[src/hw/rtl/decimal_coord_to_fixed_point_assert.svh]
// Assertion macros for the decimal coordinate parser.
// Used by the parse and format stages; no other dependencies.
`ifndef DECIMAL_COORD_TO_FIXED_POINT_ASSERT_SVH
`define DECIMAL_COORD_TO_FIXED_POINT_ASSERT_SVH
`ifndef SYNTHESIS
// expr holds at every edge out of reset
`define DCTF_ASSERT_HOLD(lbl, clk, rst, expr) \
   lbl: assert property (@(posedge clk) disable iff (rst) (expr)) \
      else $error("dctf assertion failed");
// ante implies cons in the same cycle
`define DCTF_ASSERT_IMP(lbl, clk, rst, ante, cons) \
   lbl: assert property (@(posedge clk) disable iff (rst) (ante) |-> (cons)) \
      else $error("dctf assertion failed");
// ante implies cons in the next cycle
`define DCTF_ASSERT_NXT(lbl, clk, rst, ante, cons) \
   lbl: assert property (@(posedge clk) disable iff (rst) (ante) |=> (cons)) \
      else $error("dctf assertion failed");
`else
`define DCTF_ASSERT_HOLD(lbl, clk, rst, expr)
`define DCTF_ASSERT_IMP(lbl, clk, rst, ante, cons)
`define DCTF_ASSERT_NXT(lbl, clk, rst, ante, cons)
`endif
`endif

[src/hw/rtl/dctf_pkg.sv]
// Shared types, constants and helper functions of the decimal coordinate parser.
// No dependencies.
package dctf_pkg;

   localparam int unsigned FRAC_DIGITS_DEF = 7;

   localparam int unsigned CHAR_W   = 8;
   localparam int unsigned VALUE_W  = 32;
   localparam int unsigned STATUS_W = 2;
   localparam int unsigned MAG_W    = 32;
   localparam int unsigned DIGIT_W  = 4;
   localparam int unsigned EXP_W    = 4;   // scale exponent, up to nine
   localparam int unsigned POW_W    = 30;  // ten to the ninth fits
   localparam int unsigned PROD_W   = MAG_W + POW_W;

   localparam logic [MAG_W-1:0] SAT_MARK = {1'b1, {(MAG_W-1){1'b0}}};

   localparam logic [CHAR_W-1:0] CHAR_NUL   = 8'h00;
   localparam logic [CHAR_W-1:0] CHAR_MINUS = 8'h2D;
   localparam logic [CHAR_W-1:0] CHAR_DOT   = 8'h2E;
   localparam logic [CHAR_W-1:0] CHAR_ZERO  = 8'h30;
   localparam logic [CHAR_W-1:0] CHAR_NINE  = 8'h39;

   typedef enum logic [STATUS_W-1:0] {
      STATUS_OK       = 2'd0,
      STATUS_SYMBOL   = 2'd1,
      STATUS_DOTS     = 2'd2,
      STATUS_OVERFLOW = 2'd3
   } status_type;

   // parse state captured at the terminator
   typedef struct packed {
      logic [MAG_W-1:0] mag;
      logic [EXP_W-1:0] scale_exp;
      logic             negative;
      logic             sym_err;
      logic             dot_err;
   } snap_type;

   // scaled magnitude plus flags
   typedef struct packed {
      logic [PROD_W-1:0] product;
      logic              negative;
      logic              sym_err;
      logic              dot_err;
   } prod_type;

   function automatic logic [POW_W-1:0] pow10(input logic [EXP_W-1:0] k);
      logic [POW_W-1:0] p;
      case (k)
         4'd0:    p = 30'd1;
         4'd1:    p = 30'd10;
         4'd2:    p = 30'd100;
         4'd3:    p = 30'd1000;
         4'd4:    p = 30'd10000;
         4'd5:    p = 30'd100000;
         4'd6:    p = 30'd1000000;
         4'd7:    p = 30'd10000000;
         4'd8:    p = 30'd100000000;
         4'd9:    p = 30'd1000000000;
         default: p = 30'd1;
      endcase
      return p;
   endfunction

   // v*10 + d, clamped at the saturation mark
   function automatic logic [MAG_W-1:0] mul_add(input logic [MAG_W-1:0] v,
                                                input logic [DIGIT_W-1:0] d);
      logic [MAG_W+3:0] r;
      r = {1'b0, v, 3'b000} + {3'b000, v, 1'b0} + {{MAG_W{1'b0}}, d};
      if (r > {4'b0000, SAT_MARK}) begin
         return SAT_MARK;
      end
      return r[MAG_W-1:0];
   endfunction

endpackage

[src/hw/rtl/dctf_parse.sv]
// Character parse stage: per-character state update and terminator snapshot.
// Depends on dctf_pkg and the assertion macro header.
`include "decimal_coord_to_fixed_point_assert.svh"
module dctf_parse #(
   parameter int unsigned FRAC_DIGITS = dctf_pkg::FRAC_DIGITS_DEF
) (
   input  logic                        clock,
   input  logic                        reset,
   input  logic                        in_valid,
   output logic                        in_ready,
   input  logic [dctf_pkg::CHAR_W-1:0] ch,
   output logic                        snap_valid,
   input  logic                        snap_ready,
   output dctf_pkg::snap_type          snap
);

   localparam int unsigned CNT_W = $clog2(FRAC_DIGITS + 1);

   logic [dctf_pkg::MAG_W-1:0] acc_ff, acc_in;
   logic                       neg_ff, neg_in;
   logic [1:0]                 dot_cnt_ff, dot_cnt_in;
   logic [CNT_W-1:0]           frac_cnt_ff, frac_cnt_in;
   logic                       first_ff, first_in;
   logic                       stopped_ff, stopped_in;
   logic                       err_ff, err_in;
   logic                       snap_valid_ff, snap_valid_in;
   dctf_pkg::snap_type         snap_ff, snap_in;

   logic                         accept;
   logic                         is_digit;
   logic [dctf_pkg::CHAR_W-1:0]  digit_full;

   assign in_ready   = !snap_valid_ff || snap_ready;
   assign accept     = in_valid && in_ready;
   assign snap_valid = snap_valid_ff;
   assign snap       = snap_ff;
   assign is_digit   = (ch >= dctf_pkg::CHAR_ZERO) && (ch <= dctf_pkg::CHAR_NINE);
   assign digit_full = ch - dctf_pkg::CHAR_ZERO;

   always_comb begin
      acc_in        = acc_ff;
      neg_in        = neg_ff;
      dot_cnt_in    = dot_cnt_ff;
      frac_cnt_in   = frac_cnt_ff;
      first_in      = first_ff;
      stopped_in    = stopped_ff;
      err_in        = err_ff;
      snap_valid_in = snap_valid_ff && !snap_ready;
      snap_in       = snap_ff;
      if (accept) begin
         if (ch == dctf_pkg::CHAR_NUL) begin
            snap_valid_in     = 1'b1;
            snap_in.mag       = acc_ff;
            snap_in.scale_exp = dctf_pkg::EXP_W'(FRAC_DIGITS)
                                - dctf_pkg::EXP_W'(frac_cnt_ff);
            snap_in.negative  = neg_ff;
            snap_in.sym_err   = err_ff;
            snap_in.dot_err   = (dot_cnt_ff > 2'd1);
            acc_in            = '0;
            neg_in            = 1'b0;
            dot_cnt_in        = 2'd0;
            frac_cnt_in       = '0;
            first_in          = 1'b1;
            stopped_in        = 1'b0;
            err_in            = 1'b0;
         end else begin
            first_in = 1'b0;
            if (!stopped_ff && !err_ff) begin
               if (first_ff && ch == dctf_pkg::CHAR_MINUS) begin
                  neg_in = 1'b1;
               end else if (is_digit) begin
                  acc_in = dctf_pkg::mul_add(acc_ff, digit_full[dctf_pkg::DIGIT_W-1:0]);
                  if (dot_cnt_ff != 2'd0) begin
                     frac_cnt_in = frac_cnt_ff + CNT_W'(1);
                     if (frac_cnt_in >= CNT_W'(FRAC_DIGITS)) begin
                        stopped_in = 1'b1;
                     end
                  end
               end else if (ch == dctf_pkg::CHAR_DOT) begin
                  if (dot_cnt_ff != 2'd2) begin
                     dot_cnt_in = dot_cnt_ff + 2'd1;
                  end
               end else begin
                  err_in = 1'b1;
               end
            end
         end
      end
   end

   always_ff @(posedge clock) begin
      if (reset) begin
         acc_ff        <= '0;
         neg_ff        <= 1'b0;
         dot_cnt_ff    <= 2'd0;
         frac_cnt_ff   <= '0;
         first_ff      <= 1'b1;
         stopped_ff    <= 1'b0;
         err_ff        <= 1'b0;
         snap_valid_ff <= 1'b0;
      end else begin
         acc_ff        <= acc_in;
         neg_ff        <= neg_in;
         dot_cnt_ff    <= dot_cnt_in;
         frac_cnt_ff   <= frac_cnt_in;
         first_ff      <= first_in;
         stopped_ff    <= stopped_in;
         err_ff        <= err_in;
         snap_valid_ff <= snap_valid_in;
      end
   end

   always_ff @(posedge clock) begin
      snap_ff <= snap_in;
   end

   `DCTF_ASSERT_IMP(a_stop_full, clock, reset, stopped_ff, frac_cnt_ff == CNT_W'(FRAC_DIGITS))
   `DCTF_ASSERT_IMP(a_frac_after_dot, clock, reset, frac_cnt_ff != '0, dot_cnt_ff != 2'd0)
   `DCTF_ASSERT_NXT(a_term_clears, clock, reset, accept && ch == dctf_pkg::CHAR_NUL, first_ff && acc_ff == '0 && snap_valid_ff)

endmodule

[src/hw/rtl/dctf_scale.sv]
// Scale stage: multiplies the captured magnitude by ten per missing fraction digit.
// Depends on dctf_pkg.
module dctf_scale (
   input  logic               clock,
   input  logic               reset,
   input  logic               snap_valid,
   output logic               snap_ready,
   input  dctf_pkg::snap_type snap,
   output logic               prod_valid,
   input  logic               prod_ready,
   output dctf_pkg::prod_type prod
);

   logic               valid_ff, valid_in;
   dctf_pkg::prod_type prod_ff, prod_in;
   logic               load;

   assign snap_ready = !valid_ff || prod_ready;
   assign load       = snap_valid && snap_ready;
   assign prod_valid = valid_ff;
   assign prod       = prod_ff;

   always_comb begin
      valid_in = load || (valid_ff && !prod_ready);
      prod_in  = prod_ff;
      if (load) begin
         // 32x30 product; the clamp at the saturation mark shows up as any
         // bit at or above bit 31 and is resolved in the format stage
         prod_in.product  = dctf_pkg::PROD_W'(snap.mag)
                            * dctf_pkg::PROD_W'(dctf_pkg::pow10(snap.scale_exp));
         prod_in.negative = snap.negative;
         prod_in.sym_err  = snap.sym_err;
         prod_in.dot_err  = snap.dot_err;
      end
   end

   always_ff @(posedge clock) begin
      if (reset) begin
         valid_ff <= 1'b0;
      end else begin
         valid_ff <= valid_in;
      end
   end

   always_ff @(posedge clock) begin
      prod_ff <= prod_in;
   end

endmodule

[src/hw/rtl/dctf_format.sv]
// Format stage: status priority, sign and the result output register.
// Depends on dctf_pkg and the assertion macro header.
`include "decimal_coord_to_fixed_point_assert.svh"
module dctf_format (
   input  logic                          clock,
   input  logic                          reset,
   input  logic                          prod_valid,
   output logic                          prod_ready,
   input  dctf_pkg::prod_type            prod,
   output logic                          rsp_valid,
   input  logic                          rsp_ready,
   output logic [dctf_pkg::VALUE_W-1:0]  coord_value,
   output logic [dctf_pkg::STATUS_W-1:0] status
);

   logic                         valid_ff, valid_in;
   logic [dctf_pkg::VALUE_W-1:0] value_ff, value_in;
   dctf_pkg::status_type         status_ff, status_in;
   logic                         load;
   logic                         overflow;
   logic [dctf_pkg::MAG_W-1:0]   mag;

   assign prod_ready  = !valid_ff || rsp_ready;
   assign load        = prod_valid && prod_ready;
   assign rsp_valid   = valid_ff;
   assign coord_value = value_ff;
   assign status      = status_ff;

   assign overflow = |prod.product[dctf_pkg::PROD_W-1:dctf_pkg::MAG_W-1];
   assign mag      = prod.product[dctf_pkg::MAG_W-1:0];

   always_comb begin
      valid_in  = load || (valid_ff && !rsp_ready);
      value_in  = value_ff;
      status_in = status_ff;
      if (load) begin
         if (prod.sym_err) begin
            status_in = dctf_pkg::STATUS_SYMBOL;
         end else if (prod.dot_err) begin
            status_in = dctf_pkg::STATUS_DOTS;
         end else if (overflow) begin
            status_in = dctf_pkg::STATUS_OVERFLOW;
         end else begin
            status_in = dctf_pkg::STATUS_OK;
         end
         if (status_in != dctf_pkg::STATUS_OK) begin
            value_in = '0;
         end else if (prod.negative) begin
            value_in = '0 - mag;
         end else begin
            value_in = mag;
         end
      end
   end

   always_ff @(posedge clock) begin
      if (reset) begin
         valid_ff <= 1'b0;
      end else begin
         valid_ff <= valid_in;
      end
   end

   always_ff @(posedge clock) begin
      value_ff  <= value_in;
      status_ff <= status_in;
   end

   `DCTF_ASSERT_IMP(a_err_zero, clock, reset, valid_ff && status_ff != dctf_pkg::STATUS_OK, value_ff == '0)
   `DCTF_ASSERT_IMP(a_ok_in_range, clock, reset, valid_ff && status_ff == dctf_pkg::STATUS_OK, value_ff != dctf_pkg::SAT_MARK)
   `DCTF_ASSERT_NXT(a_load_shows, clock, reset, load, valid_ff)

endmodule

[src/hw/rtl/decimal_coord_to_fixed_point.sv]
// Decimal coordinate to fixed-point converter, top level.
// Depends on dctf_pkg, dctf_parse, dctf_scale and dctf_format.
//
// Takes a signed decimal text such as -NNN.NNNNNNN, one character per
// transfer on the req_ channel, ended by a zero byte, and answers each
// terminator with one transfer on the rsp_ channel: the value times ten to
// the FRAC_DIGITS as a 32-bit two's complement integer, and a status
// (ok, unexpected symbol, multiple dots, overflow; value is zero unless ok).
// A leading minus sets the sign; after FRAC_DIGITS fraction digits the rest
// of the text is skipped. Throughput is one character per clock while the
// snapshot register is empty or being taken: the per-character update
// (accumulate times ten plus digit) is combinational into the parse state
// registers. A result passes these registers in order: the terminator edge
// captures the parse state, the scale stage registers the 32x30 multiply by
// a power of ten, and the format stage registers status and sign and
// raises rsp_tvalid.
// Both sides are skid-free register stages with per-stage ready, so text
// keeps flowing while a result waits to be taken, until the stages fill.
module decimal_coord_to_fixed_point #(
   parameter int unsigned FRAC_DIGITS = dctf_pkg::FRAC_DIGITS_DEF  // 1 to 9
) (
   input  logic        clock,
   input  logic        reset,
   // character input
   input  logic        req_tvalid,
   output logic        req_tready,
   input  logic [7:0]  req_tdata,   // [7:0] ch
   // result output
   output logic        rsp_tvalid,
   input  logic        rsp_tready,
   output logic [31:0] rsp_tdata,   // [31:0] coord_value
   output logic [7:0]  rsp_tuser    // [1:0] status, [7:2] zero
);

   logic                          snap_valid, snap_ready;
   dctf_pkg::snap_type            snap;
   logic                          prod_valid, prod_ready;
   dctf_pkg::prod_type            prod;
   logic [dctf_pkg::STATUS_W-1:0] status;

   // character state machine and terminator capture
   dctf_parse #(
      .FRAC_DIGITS(FRAC_DIGITS)
   ) u_parse (
      .clock      (clock),
      .reset      (reset),
      .in_valid   (req_tvalid),
      .in_ready   (req_tready),
      .ch         (req_tdata),
      .snap_valid (snap_valid),
      .snap_ready (snap_ready),
      .snap       (snap)
   );

   // power-of-ten scaling
   dctf_scale u_scale (
      .clock      (clock),
      .reset      (reset),
      .snap_valid (snap_valid),
      .snap_ready (snap_ready),
      .snap       (snap),
      .prod_valid (prod_valid),
      .prod_ready (prod_ready),
      .prod       (prod)
   );

   // status, sign, output register
   dctf_format u_format (
      .clock       (clock),
      .reset       (reset),
      .prod_valid  (prod_valid),
      .prod_ready  (prod_ready),
      .prod        (prod),
      .rsp_valid   (rsp_tvalid),
      .rsp_ready   (rsp_tready),
      .coord_value (rsp_tdata),
      .status      (status)
   );

   assign rsp_tuser = {6'b000000, status};

endmodule
[config.mk]
export PLATFORM = sky130hd
export DESIGN_NAME = decimal_coord_to_fixed_point
export DESIGN_NICKNAME = d
export VERILOG_FILES = /design/src/hw/rtl/dctf_pkg.sv /design/src/hw/rtl/dctf_parse.sv /design/src/hw/rtl/dctf_scale.sv /design/src/hw/rtl/dctf_format.sv /design/src/hw/rtl/decimal_coord_to_fixed_point.sv
export VERILOG_INCLUDE_DIRS = /design/src /design/src/hw/rtl
export SDC_FILE = /design/constraint.sdc
export NUM_CORES = 2
export LEC_CHECK = 0
export BUFFER_PORTS_ARGS = -buffer_cell sky130_fd_sc_hd__clkbuf_2
export CAP_MARGIN = 20
export CORE_UTILIZATION = 60
export CTS_CLUSTER_DIAMETER = 60
export DETAILED_ROUTE_END_ITERATION = 7
export PLACE_DENSITY = 0.76
export SETUP_SLACK_MARGIN = 0.5
export SYNTH_ARGS = -nofsm -noshare
export SYNTH_HDL_FRONTEND = slang
export SYNTH_SLANG_ARGS = --single-unit
export TNS_END_PERCENT = 50
[constraint.sdc]
create_clock -name clock -period 19.32 [get_ports clock]
set_input_delay 5.796 -clock clock [delete_from_list [all_inputs] [get_ports clock]]
set_output_delay 5.796 -clock clock [all_outputs]
set_load 0.01 [all_outputs]
==> results.py <==
metrics = {
    "floorplanning": {
        "die_h_um": 234,
        "design.core.area_um2": 52900,
        "die_area_um2": 54800,
        "die_w_um": 234,
        "start_util": 0.611,
        "rows": 84,
        "ios": 54,
    },
    "grt": {
        "use_met3": 0.0430,
        "grt_overflow": 0,
        "track_usage": 0.298,
        "grt_util_met1": 0.381,
        "grt_pass1_vias": 23900,
        "grt_first_pass_wirelength_um": 125000,
        "grtUsageMet2": 0.496,
        "grt_busiest_layer": "met2",
        "antenna_found_initial": 1,
        "grt_max_degree": 62,
    },
    "route": {
        "vias": 22900,
        "drtIter0Drc": 1512,
        "vias_per_cell": 5.60,
        "wirelength_um": 76800,
        "wire_per_inst_um": 18.8,
        "ant_nets": 0,
        "drc": 4,
        "firstDrtPassIters": 8,
    },
    "yosys": {
        "synth.distinct_cells": 79,
        "netlist_area_um2": 32300,
        "avgSynthCellArea_um2": 9.48,
        "synth-edff-count": 133,
        "synth-seq-area-share": 0.161,
        "netlist_instances": 3408,
        "synth_area_leader_cell": "fa_1",
        "synthDominantCellAreaShare": 0.342,
        "synth_seq_cells": 193,
        "synth-async-reset-ratio": 0,
        "yosysWarnings": 0,
        "netlist_top_cells_area": "fa_1 (34%), ha_1 (14%), edfxtp_1 (12%)",
        "synthFlopType": "edfxtp_1",
    },
    "outcome": {
        "outcome": "finished with violations",
        "failed_checks": "design-rule violations",
    },
    "sta": {
        "whs_ns": 0.452,
        "min_period_over_period": 0.646,
        "clock_skew_ns": 0.0146,
        "rsz0062_at_grt": "no",
        "fmax_ghz": 0.0802,
        "period_needed_ns": 12.47,
        "report.final.slew_viol_count": 0,
        "hold_viol": 0,
        "setup_viol": 0,
        "slew_headroom": 0.361,
        "tightest_slew_ns": 0.959,
        "setup_ws_ns": 6.85,
        "finalSetupTns_ns": 0,
    },
    "flow_run": {
        "max-cap-violations": 0,
    },
    "final_layout": {
        "area_growth_syn_to_layout_pct": 4.47,
        "design_area_um2": 33700,
        "final_util": 0.638,
        "final_cells": 4089,
        "layout.nets": 4320,
        "drive_above_1_share": 0.0421,
    },
    "critical_path": {
        "crit_arrival_ns": 6.68,
        "crit_chain": "clkbuf_2 > nor2b_1 > nand3_1 > clkbuf_2",
        "worstSetupStartpointType": "input pin",
        "cp-end-kind": "primary output",
        "crit_slowest_cell": "nor2b_1",
        "cp_max_fo": 5,
        "required_ns": 13.52,
        "crit_family": "simple AND/OR/NAND/NOR gates",
        "cpPeakStageDelay_ns": 0.43,
        "path_common_cell": "clkbuf_2",
        "timing.setup.critical_path_class": "in -> out",
        "cp_num_buf_inv": 2,
    },
    "placed_design": {
        "dp_hpwl_um": 62400,
        "routabilityCongestion": 0.986,
        "port_buffers": 47,
        "post-place-ws_ns": 6.85,
        "dpl-instance-area_um2": 33100,
        "dp_cells": 4054,
    },
    "clock_network": {
        "cts_inserted_buffers": 17,
        "cts.sinks": 193,
        "clock_tree.root_cell": "clkbuf_16",
        "worst_skew_pair.late_latency_ns": 0.49,
        "clk_pin_slew_ns": 0.07,
        "clockBufferDepth": 2,
        "cts_tree": "built",
        "post-cts-setup-buffers": 0,
        "hold_buffers": 0,
        "post_cts_resized": 0,
        "cts-htree-levels": 4,
    },
    "power_and_ir_drop": {
        "power.leakage_nw": 17.7,
        "power_mw": 0.935,
        "power_density_nw_per_um2": 27.7,
        "vdd_drop_max_uv": 72.9,
    },
    "hold_path": {
        "min_path_type": "reg -> reg",
    },
}
[cells by family after synthesis]
family	share of synthesized area
buffers and inverters	0.109
adder cells (fa/ha/maj)	0.485
AND/OR/NAND/NOR	0.135
AO/OA/AOI/OAI	0.0758
flip-flops	0.161
XOR/XNOR	0.0328
multiplexers	0.000930
other	0.000116
[power by group]
| part | total, mW | leakage (nW) | switching [mW] | internal, mW |
|---|---|---|---|---|
| sequential | 0.443 | 1.65 | 0.000895 | 0.442 |
| clock | 0.356 | 0.289 | 0.181 | 0.175 |
| combinational | 0.136 | 15.7 | 0.0809 | 0.0549 |
[final cells by class]
cell class / count / area (um2)
antenna: 1 / 2.50
clock buffer: 18 / 439
clock inverter: 14 / 138
fill: 4445 / 19100
inverter: 808 / 3030
multi-input combinational: 2293 / 23600
sequential: 193 / 5200
tap: 688 / 861
timing repair buffer: 74 / 458
[cells in the final DEF, fill, tap and decap left out, types with 5 or more instances in the layout]
master	synthesis	layout
a21oi_1	100	99
buf_4	6	25
nand4_1	17	17
or3_1	12	12
inv_1	807	807
nand3b_1	6	6
dfxtp_1	60	59
o31ai_1	36	36
edfxtp_1	133	133
nor3_1	16	16
and2_1	287	287
conb_1	1	6
nand2_1	343	343
o21ai_2	7	7
o211ai_1	5	5
xor2_1	75	75
and3_1	10	10
nor2_1	97	97
a21boi_0	6	5
o21ai_0	66	66
and4_1	5	5
fa_1	551	551
nand3_1	25	25
a211o_1	5	5
nor2b_1	7	6
a211oi_1	16	16
xnor2_1	46	45
o41ai_1	6	6
a31o_2	7	7
o21a_1	8	8
ha_1	370	370
clkbuf_2	1	47
nand2b_1	12	12
nor4_1	11	11
a31oi_1	19	19
a21o_1	40	40
clkbuf_16	0	17
o21bai_1	14	14
[per-layer routing]
layer  routed length, um  part of all wire  up-vias
li1                    -                 -    10500
met1               31500              0.41    11500
met2               37100              0.48      714
met5                   0                 0        -
met3                4360             0.057      173
met4                3790             0.049        0
[synthesized netlist by cell type, types with 8 or more instances]
library cell and instances:
and2_1 287, and3_1 10, a21oi_1 100, inv_1 807, a31oi_1 19, nand4_1 17
o31ai_1 36, nand2_1 343, or3_1 12, o21bai_1 14, edfxtp_1 133, nor4_1 11
a21o_1 40, nor3_1 16, dfxtp_1 60, a211oi_1 16, xor2_1 75, xnor2_1 46
o21a_1 8, ha_1 370, nand2b_1 12, nor2_1 97, o21ai_0 66, nand3_1 25
fa_1 551, clkbuf_1 105
[registers in the layout (all words and copies together) (netlist names), 2 cells and up, named ones only]
register and cells:
u_scale.prod 61, u_parse.snap 38, u_format.coord_value 32, u_parse.acc_ff 32, u_parse.frac_cnt_ff 3, u_format.status 2
u_parse.dot_cnt_ff 2
[final timing paths]
kind / end / start / slack [ns] / depth (start not counted)
max: req_tready / rsp_tready / 6.85 / 4
min: u_parse.snap[2] / u_parse.neg_ff / 0.45 / 0
max reg2reg: u_scale.prod[59] / u_parse.snap[19] / 10.12 / 25
min reg2reg: u_parse.snap[2] / u_parse.neg_ff / 0.45 / 0
Power figures use the tool's default switching activity.
